===== config.mk =====
export PLATFORM = sky130hd
export DESIGN_NAME = fir_filter_circular_unit
export DESIGN_NICKNAME = d
export VERILOG_FILES = /design/src/hdl/firc_pkg.sv /design/src/hdl/fir_filter_circular_unit.sv /design/src/hdl/firc_ram.sv
export SDC_FILE = /design/constraint.sdc
export NUM_CORES = 2
export LEC_CHECK = 0
export ABC_AREA = 1
export BUFFER_PORTS_ARGS = -buffer_cell sky130_fd_sc_hd__buf_2
export CAP_MARGIN = 25
export CELL_PAD_IN_SITES_DETAIL_PLACEMENT = 1
export CELL_PAD_IN_SITES_GLOBAL_PLACEMENT = 2
export CORE_UTILIZATION = 40
export CTS_CLUSTER_DIAMETER = 50
export DETAILED_ROUTE_END_ITERATION = 12
export GPL_TIMING_DRIVEN = 0
export PLACE_DENSITY_LB_ADDON = 0.1
export SYNTH_ARGS = -nofsm -noshare
export SYNTH_HDL_FRONTEND = slang
export SYNTH_SLANG_ARGS = --single-unit

===== constraint.sdc =====
create_clock -name clk -period 8.42 [get_ports clk]
set_clock_uncertainty 0.1 [all_clocks]
set_input_delay 1.263 -clock clk [delete_from_list [all_inputs] [get_ports clk]]
set_output_delay 1.263 -clock clk [all_outputs]
set_load 0.02 [all_outputs]

===== src/hdl/firc_pkg.sv =====
// Shared constants, coefficient table and helper for the circular-buffer FIR filter.
package firc_pkg;

	localparam int SAMPLE_BITS = 16;
	localparam int COEF_BITS   = 16;
	localparam int PROD_BITS   = SAMPLE_BITS + COEF_BITS;
	localparam int ROUND_SHIFT = COEF_BITS - 1;
	localparam int ROM_TAPS    = 47;
	localparam int TAP_IDX_W   = 8;

	typedef logic signed [COEF_BITS-1:0] coef_t;
	typedef logic signed [SAMPLE_BITS-1:0] sample_t;

	localparam coef_t COEF_ROM [ROM_TAPS] = '{
		16'sd57, 16'sd50, -16'sd74, -16'sd35, 16'sd129, 16'sd7, -16'sd205, 16'sd77,
		16'sd269, -16'sd220, -16'sd299, 16'sd438, 16'sd239, -16'sd717, -16'sd39,
		16'sd1036, -16'sd388, -16'sd1354, 16'sd1191, 16'sd1629, -16'sd2893,
		-16'sd1813, 16'sd10227, 16'sd18263, 16'sd10227, -16'sd1813, -16'sd2893,
		16'sd1629, 16'sd1191, -16'sd1354, -16'sd388, 16'sd1036, -16'sd39,
		-16'sd717, 16'sd239, 16'sd438, -16'sd299, -16'sd220, 16'sd269, 16'sd77,
		-16'sd205, 16'sd7, 16'sd129, -16'sd35, -16'sd74, 16'sd50, 16'sd57
	};

	// Taps past the end of the table have a zero coefficient.
	function automatic coef_t coef_at(input logic [TAP_IDX_W-1:0] k);
		coef_t c;
		c = '0;
		if (k < TAP_IDX_W'(ROM_TAPS)) begin
			c = COEF_ROM[k[5:0]];
		end
		return c;
	endfunction

endpackage


===== src/hdl/fir_filter_circular_unit.sv =====
// Top level of the FIR filter with a circular delay line and one shared multiply-accumulate.
//
//  Channel | Signals                        | Word
//  --------+--------------------------------+-------------------------------
//  input   | in_valid, in_ready, sample     | one signed Q15 sample
//  output  | out_valid, out_ready, filtered | one rounded, saturated Q15 sum
//
// Each sample takes one multiply-accumulate per tap and is done before the next is taken in.
// The tap loop runs through a read, multiply and accumulate pipeline of three stages.
// Reset clears the delay line at once through one valid bit per entry.
// A waiting result holds in the output register while the next sample is taken in;
// that sample's result is only written once the earlier one has left.
module fir_filter_circular_unit #(
	parameter int TAPS = 47
) (
	input  logic                                 clk,
	input  logic                                 arst_n,
	input  logic                                 in_valid,
	output logic                                 in_ready,
	input  logic signed [firc_pkg::SAMPLE_BITS-1:0] sample,
	output logic                                 out_valid,
	input  logic                                 out_ready,
	output logic signed [firc_pkg::SAMPLE_BITS-1:0] filtered
);

	localparam int PW    = (TAPS > 1) ? $clog2(TAPS) : 1;
	localparam int ACC_W = firc_pkg::PROD_BITS + PW + 1;
	localparam int SB    = firc_pkg::SAMPLE_BITS;
	localparam int PB    = firc_pkg::PROD_BITS;

	localparam logic signed [ACC_W-1:0] ROUND_ADD = ACC_W'(1) <<< (firc_pkg::ROUND_SHIFT - 1);
	localparam logic signed [ACC_W-1:0] SAT_MAX   = ACC_W'((64'sd1 <<< (SB - 1)) - 64'sd1);
	localparam logic signed [ACC_W-1:0] SAT_MIN   = -SAT_MAX - ACC_W'(1);

	typedef enum logic [1:0] {
		ST_IDLE,
		ST_RUN,
		ST_DRAIN
	} state_t;

	state_t                         state_q;
	logic [PW-1:0]                  wp_q;
	logic [PW-1:0]                  pos_q;
	logic [PW-1:0]                  k_q;
	logic [TAPS-1:0]                valid_q;
	logic                           out_valid_q;
	logic signed [SB-1:0]           filtered_q;

	logic                           iss_s1;
	logic                           vld_s1;
	firc_pkg::coef_t                coef_s1;
	logic                           prd_s2;
	logic signed [PB-1:0]           prod_s2;
	logic signed [ACC_W-1:0]        acc_q;

	logic                           accept;
	logic [PW-1:0]                  wp_next;
	logic [PW-1:0]                  pos_next;
	logic [SB-1:0]                  rdata;
	logic signed [SB-1:0]           tap_sample;
	logic signed [ACC_W-1:0]        rounded;
	logic signed [ACC_W-1:0]        shifted;
	logic signed [SB-1:0]           sat_result;
	logic                           finish;

	assign in_ready  = (state_q == ST_IDLE);
	assign accept    = in_valid && in_ready;
	assign out_valid = out_valid_q;
	assign filtered  = filtered_q;

	assign wp_next  = (wp_q == PW'(TAPS - 1)) ? '0 : wp_q + 1'b1;
	assign pos_next = (pos_q == '0) ? PW'(TAPS - 1) : pos_q - 1'b1;

	firc_ram #(
		.WIDTH (SB),
		.DEPTH (TAPS)
	) u_delay_ram (
		.clk   (clk),
		.we    (accept),
		.waddr (wp_next),
		.wdata (sample),
		.raddr (pos_q),
		.rdata (rdata)
	);

	assign tap_sample = vld_s1 ? $signed(rdata) : '0;

	always_comb begin
		rounded = acc_q + ROUND_ADD;
		shifted = rounded >>> firc_pkg::ROUND_SHIFT;
		if (shifted > SAT_MAX) begin
			sat_result = SAT_MAX[SB-1:0];
		end else if (shifted < SAT_MIN) begin
			sat_result = SAT_MIN[SB-1:0];
		end else begin
			sat_result = shifted[SB-1:0];
		end
	end

	assign finish = (state_q == ST_DRAIN) && !iss_s1 && !prd_s2
		&& (!out_valid_q || out_ready);

	// Datapath pipeline: coefficient and entry lookup, product, accumulation.
	always_ff @(posedge clk) begin
		coef_s1 <= firc_pkg::coef_at(firc_pkg::TAP_IDX_W'(k_q));
		vld_s1  <= valid_q[pos_q];
		prod_s2 <= coef_s1 * tap_sample;
		if (accept) begin
			acc_q <= '0;
		end else if (prd_s2) begin
			acc_q <= acc_q + {{(ACC_W - PB){prod_s2[PB-1]}}, prod_s2};
		end
	end

	always_ff @(posedge clk or negedge arst_n) begin
		if (!arst_n) begin
			state_q     <= ST_IDLE;
			wp_q        <= '0;
			pos_q       <= '0;
			k_q         <= '0;
			valid_q     <= '0;
			iss_s1      <= 1'b0;
			prd_s2      <= 1'b0;
			out_valid_q <= 1'b0;
			filtered_q  <= '0;
		end else begin
			iss_s1 <= (state_q == ST_RUN);
			prd_s2 <= iss_s1;
			if (out_valid_q && out_ready && !finish) begin
				out_valid_q <= 1'b0;
			end
			unique case (state_q)
				ST_IDLE: begin
					if (accept) begin
						wp_q             <= wp_next;
						pos_q            <= wp_next;
						k_q              <= '0;
						valid_q[wp_next] <= 1'b1;
						state_q          <= ST_RUN;
					end
				end
				ST_RUN: begin
					pos_q <= pos_next;
					k_q   <= k_q + 1'b1;
					if (k_q == PW'(TAPS - 1)) begin
						state_q <= ST_DRAIN;
					end
				end
				ST_DRAIN: begin
					if (finish) begin
						filtered_q  <= sat_result;
						out_valid_q <= 1'b1;
						state_q     <= ST_IDLE;
					end
				end
				default: begin
					state_q <= ST_IDLE;
				end
			endcase
		end
	end

`ifndef SYNTHESIS
	a_pos_range: assert property (@(posedge clk) disable iff (!arst_n)
		(wp_q <= PW'(TAPS - 1)) && (pos_q <= PW'(TAPS - 1)))
		else $error("Delay line position out of range.");

	a_accept_starts: assert property (@(posedge clk) disable iff (!arst_n)
		accept |=> (state_q == ST_RUN) && (k_q == '0) && (pos_q == wp_q))
		else $error("Accepted word did not start the tap walk at the write position.");

	a_entry_marked: assert property (@(posedge clk) disable iff (!arst_n)
		accept |=> valid_q[wp_q])
		else $error("Written delay line entry is not marked valid.");

	a_issue_from_run: assert property (@(posedge clk) disable iff (!arst_n)
		iss_s1 |-> $past(state_q) == ST_RUN)
		else $error("Tap issued outside the run state.");

	a_no_overwrite: assert property (@(posedge clk) disable iff (!arst_n)
		(out_valid_q && !out_ready) |=> out_valid_q && $stable(filtered_q))
		else $error("Waiting result was overwritten or dropped.");
`endif

endmodule


===== src/hdl/firc_ram.sv =====
// Generic single-write, single-read RAM with a registered read port.
module firc_ram #(
	parameter int WIDTH = 16,
	parameter int DEPTH = 47
) (
	input  logic                                   clk,
	input  logic                                   we,
	input  logic [(DEPTH > 1 ? $clog2(DEPTH) : 1)-1:0] waddr,
	input  logic [WIDTH-1:0]                       wdata,
	input  logic [(DEPTH > 1 ? $clog2(DEPTH) : 1)-1:0] raddr,
	output logic [WIDTH-1:0]                       rdata
);

	logic [WIDTH-1:0] mem_q [DEPTH];

	always_ff @(posedge clk) begin
		if (we) begin
			mem_q[waddr] <= wdata;
		end
		rdata <= mem_q[raddr];
	end

endmodule

==> flow_summary.toml <==
[layout]
regArea_um2 = 26800
fin_nets = 5494
drive_gt1_share_pct = 7.75
multi_input_area_um2 = 20400
fin_util_pct = 46.0
area_growth_pct = 13.9
finalNonFillerCells = 6813
fillers = 13600

[floorplan]
io_pins = 38
rows = 129
coreArea_um2 = 124000
die_w_um = 356
dieArea_um2 = 127000
start_util_pct = 40.4
dieHeight_um = 356

[grt]
grt_pass1_vias = 40100
antenna_found_initial = 3
grt_pass1_wl_um = 280000
grt_usage_pct = 30.9
grt_max_degree = 48
overflow = 0

[clocking]
h-tree-depth = 3
numCtsBuffers = 114
tritoncts = "built"
clk_latency_ns = 0.79
cts_root_buffer = "clkbuf_16"
cts_sinks = 941
clk_pin_slew_ns = 0.06
cts_max_path_buffers = 3

[worst_setup_path]
critPathKind = "flip-flop to flip-flop"
rrSetupSlack_ns = 0.70
crit_arrival_ns = 8.16
start_kind = "flip-flop"
path_delay_family = "adder cells"
crit_end = "prod_s2[31]"
critPathRequiredTime_ns = 8.85
cp_max_fo = 10
cp_cell_sequence = "clkbuf_1 -> clkbuf_1 -> nand2_1 -> nor2_2 -> fa_1 -> fa_1 -> fa_1 -> fa_1 -> fa_1 -> inv_1 -> fa_1 -> inv_1 -> ha_1 -> nand2_1 -> nor4_1 -> nand4_1 -> nand3_1 -> a21oi_1 -> xor2_1"
r2r-start = "vld_s1"
crit_path_top_delay_cell = "fa_1"
worstRegToRegCells = 19
cpPeakStageDelay_ns = 0.88
cp_common_cell = "fa_1"
worst-path-stages = 19
critPathLaunch = "vld_s1"
cp_num_buf_inv = 4
end_kind = "flip-flop"
r2r_end = "prod_s2[31]"

[route]
ant_nets = 0
drt-wirelength-per-cell_um = 28.4
viasPerCell = 5.57
wirelength_um = 194000
drcViolationCount = 0
vias = 38000
dr.pass1.iters = 6
drtIter0Drc = 3327

[sta]
fin_crit_sh_pct = 91.7
grt_setup_unrepaired = "false"
slew_headroom_pct = 20.9
setup_viol = 0
fmax_ghz = 0.129
finalMaxSlewViolations = 0
hold_viol_final = 0
setup_tns_ns = 0
worst_pin_slew_ns = 1.19
fin_crit_ns = 7.72

[synth]
synthCells = 4882
synth.distinct_cells = 56
yosysWarnings = 0
syn_area_um2 = 50100
avgSynthCellArea_um2 = 10.3
postSynth.asyncResetShare_pct = 9.14
ys.flop_type = "edfxtp_1"
ys_ff_latch = 941
synth_edf_count = 752
synth_fp_nets = 5301
synth.yosys.seq_area_share_pct = 53.5

[status]
status = "completed"

[place]
portBuffers = 37
post-dp-hpwl_um = 141000
gp_congestion = 0.909
dpl.cell_count = 6591

[min_path]
min_path_type = "flip-flop to flip-flop"

[flow_run]
cap_viol_max_count = 0
==> layout by cell type, fill, tap and decap left out, types with 5 or more instances in the layout <==
cell	synthesis	layout
nand3_1	121	121
buf_2	42	79
o221ai_1	43	43
xor2_1	51	51
o22ai_1	79	79
nor2_1	687	639
dfxtp_1	103	103
clkbuf_1	142	156
inv_1	600	600
a21oi_1	217	217
o21bai_1	13	13
clkinv_4	0	9
clkinv_2	0	7
nand4_1	23	23
clkinv_16	0	5
nor4_1	10	10
inv_2	6	6
fa_1	263	263
inv_6	0	8
o2111ai_1	9	9
xnor2_1	22	22
ha_1	136	136
clkinv_1	7	40
buf_8	0	24
o21ai_0	418	418
clkbuf_16	0	114
clkinvlp_4	0	10
mux2i_1	77	77
nor3_1	36	36
nor2_4	0	24
dfrtp_1	86	86
bufinv_16	0	9
edfxtp_1	752	752
or2_2	46	46
nand2_1	781	781
a31oi_1	19	19
buf_1	13	13
nor2_2	0	24
buf_16	0	11
o211ai_1	29	29
==> Yosys cell counts, types with 23 or more instances <==
master | number | area share [%]
dfxtp_1 | 103 | 4.1
o21ai_0 | 418 | 4.2
inv_1 | 600 | 4.5
clkbuf_1 | 142 | 1.1
or2_2 | 46 | 0.57
nor3_1 | 36 | 0.36
nand2_1 | 781 | 5.9
fa_1 | 263 | 11
edfxtp_1 | 752 | 45
a21oi_1 | 217 | 2.2
mux2i_1 | 77 | 1.5
dfrtp_1 | 86 | 4.3
nand3_1 | 121 | 1.2
nand4_1 | 23 | 0.29
buf_2 | 42 | 0.42
nor2_1 | 687 | 5.2
o22ai_1 | 79 | 0.99
o211ai_1 | 29 | 0.43
xor2_1 | 51 | 0.89
ha_1 | 136 | 3.4
o221ai_1 | 43 | 0.75
==> stage by stage <==
| step | area, µm² | hold WS, ns | setup slack, ns |
|---|---|---|---|
| final | 57000 | 0.282 | 0.697 |
| after global routing | 57000 | 0.307 | 0.145 |
| after global placement | 52300 | 0.260 | 0.478 |
| after floorplan | 50100 | 0.255 | 2.32 |
| after CTS | 57000 | 0.285 | 0.457 |
| after detailed placement | 53200 | 0.272 | 0.532 |
==> how the worst min path moves through the flow <==
stage	start	to	slack, ns	cells after the start
after CTS	iss_s1	prd_s2	0.28	0
after floorplan	iss_s1	prd_s2	0.25	0
after detailed placement	iss_s1	prd_s2	0.27	0
final	iss_s1	prd_s2	0.28	0
after global placement	iss_s1	prd_s2	0.26	0
after global routing	iss_s1	prd_s2	0.31	0
==> layout make-up <==
cell class	count	area share [%]
flip-flops and latches	941	47.0
multi-input cells	3129	35.8
clock buffers	129	5.12
inverters	613	4.03
well taps	1637	3.59
repair buffers	77	1.58
clock inverters	85	1.50
plain buffers	199	1.43
diodes	3	0.0132
==> flip-flops by register name, summed over array words and instances (netlist names) <==
signal,count
filtered,16
valid_q,47
state_q,2
acc_q,39
vld_s1,1
prd_s2,1
k_q,6
wp_q,6
coef_s1,15
pos_q,6
iss_s1,1
u_delay_ram.mem_q,752
u_delay_ram.rdata,16
out_valid,1
prod_s2,32
==> repair_timing <==
item | 4_1_cts | 5_1_grt
hold endpoints to repair | 0 | 0
setup endpoints to repair | 0 | 1
buffers inserted | 0 | 0
resized for setup | 0 | 1
hold buffers | 0 | 0
==> kinds of logic after synthesis <==
logic type,count (synthesis),share of synthesized area (%)
buffers and inverters,812,6.22
xor gates and xnor gates,73,1.28
adders and majority gates,399,13.9
DFF,941,53.5
and+or+nand+nor,1717,13.8
muxes,77,1.54
AOI/OAI and AO/OA,863,9.73
==> worst register-to-register path, stage by stage, from the launching register on <==
cell      delay [ns]
dfxtp_1         0.31
clkbuf_1        0.27
clkbuf_1        0.37
nand2_1         0.49
nor2_2          0.44
fa_1            0.61
fa_1            0.89
fa_1            0.53
fa_1            0.53
fa_1            0.50
inv_1           0.05
fa_1            0.48
inv_1           0.04
ha_1            0.35
nand2_1         0.14
nor4_1          0.46
nand4_1         0.17
nand3_1         0.24
a21oi_1         0.12
xor2_1          0.44
==> layer usage <==
layer	global-route usage (%)	vias up	routed length (µm)	share of wire, %
met4	14.7	2	10200	5.3
li1	-	16800	-	-
met1	38.5	19400	77500	40
met2	53.0	1339	94800	49
met3	4.36	427	11300	5.8
met5	0	-	13	0.0067
Power is left out: the tool's default activity adds up to more than one toggle a clock period on the data nets, which glitch-free logic cannot reach.
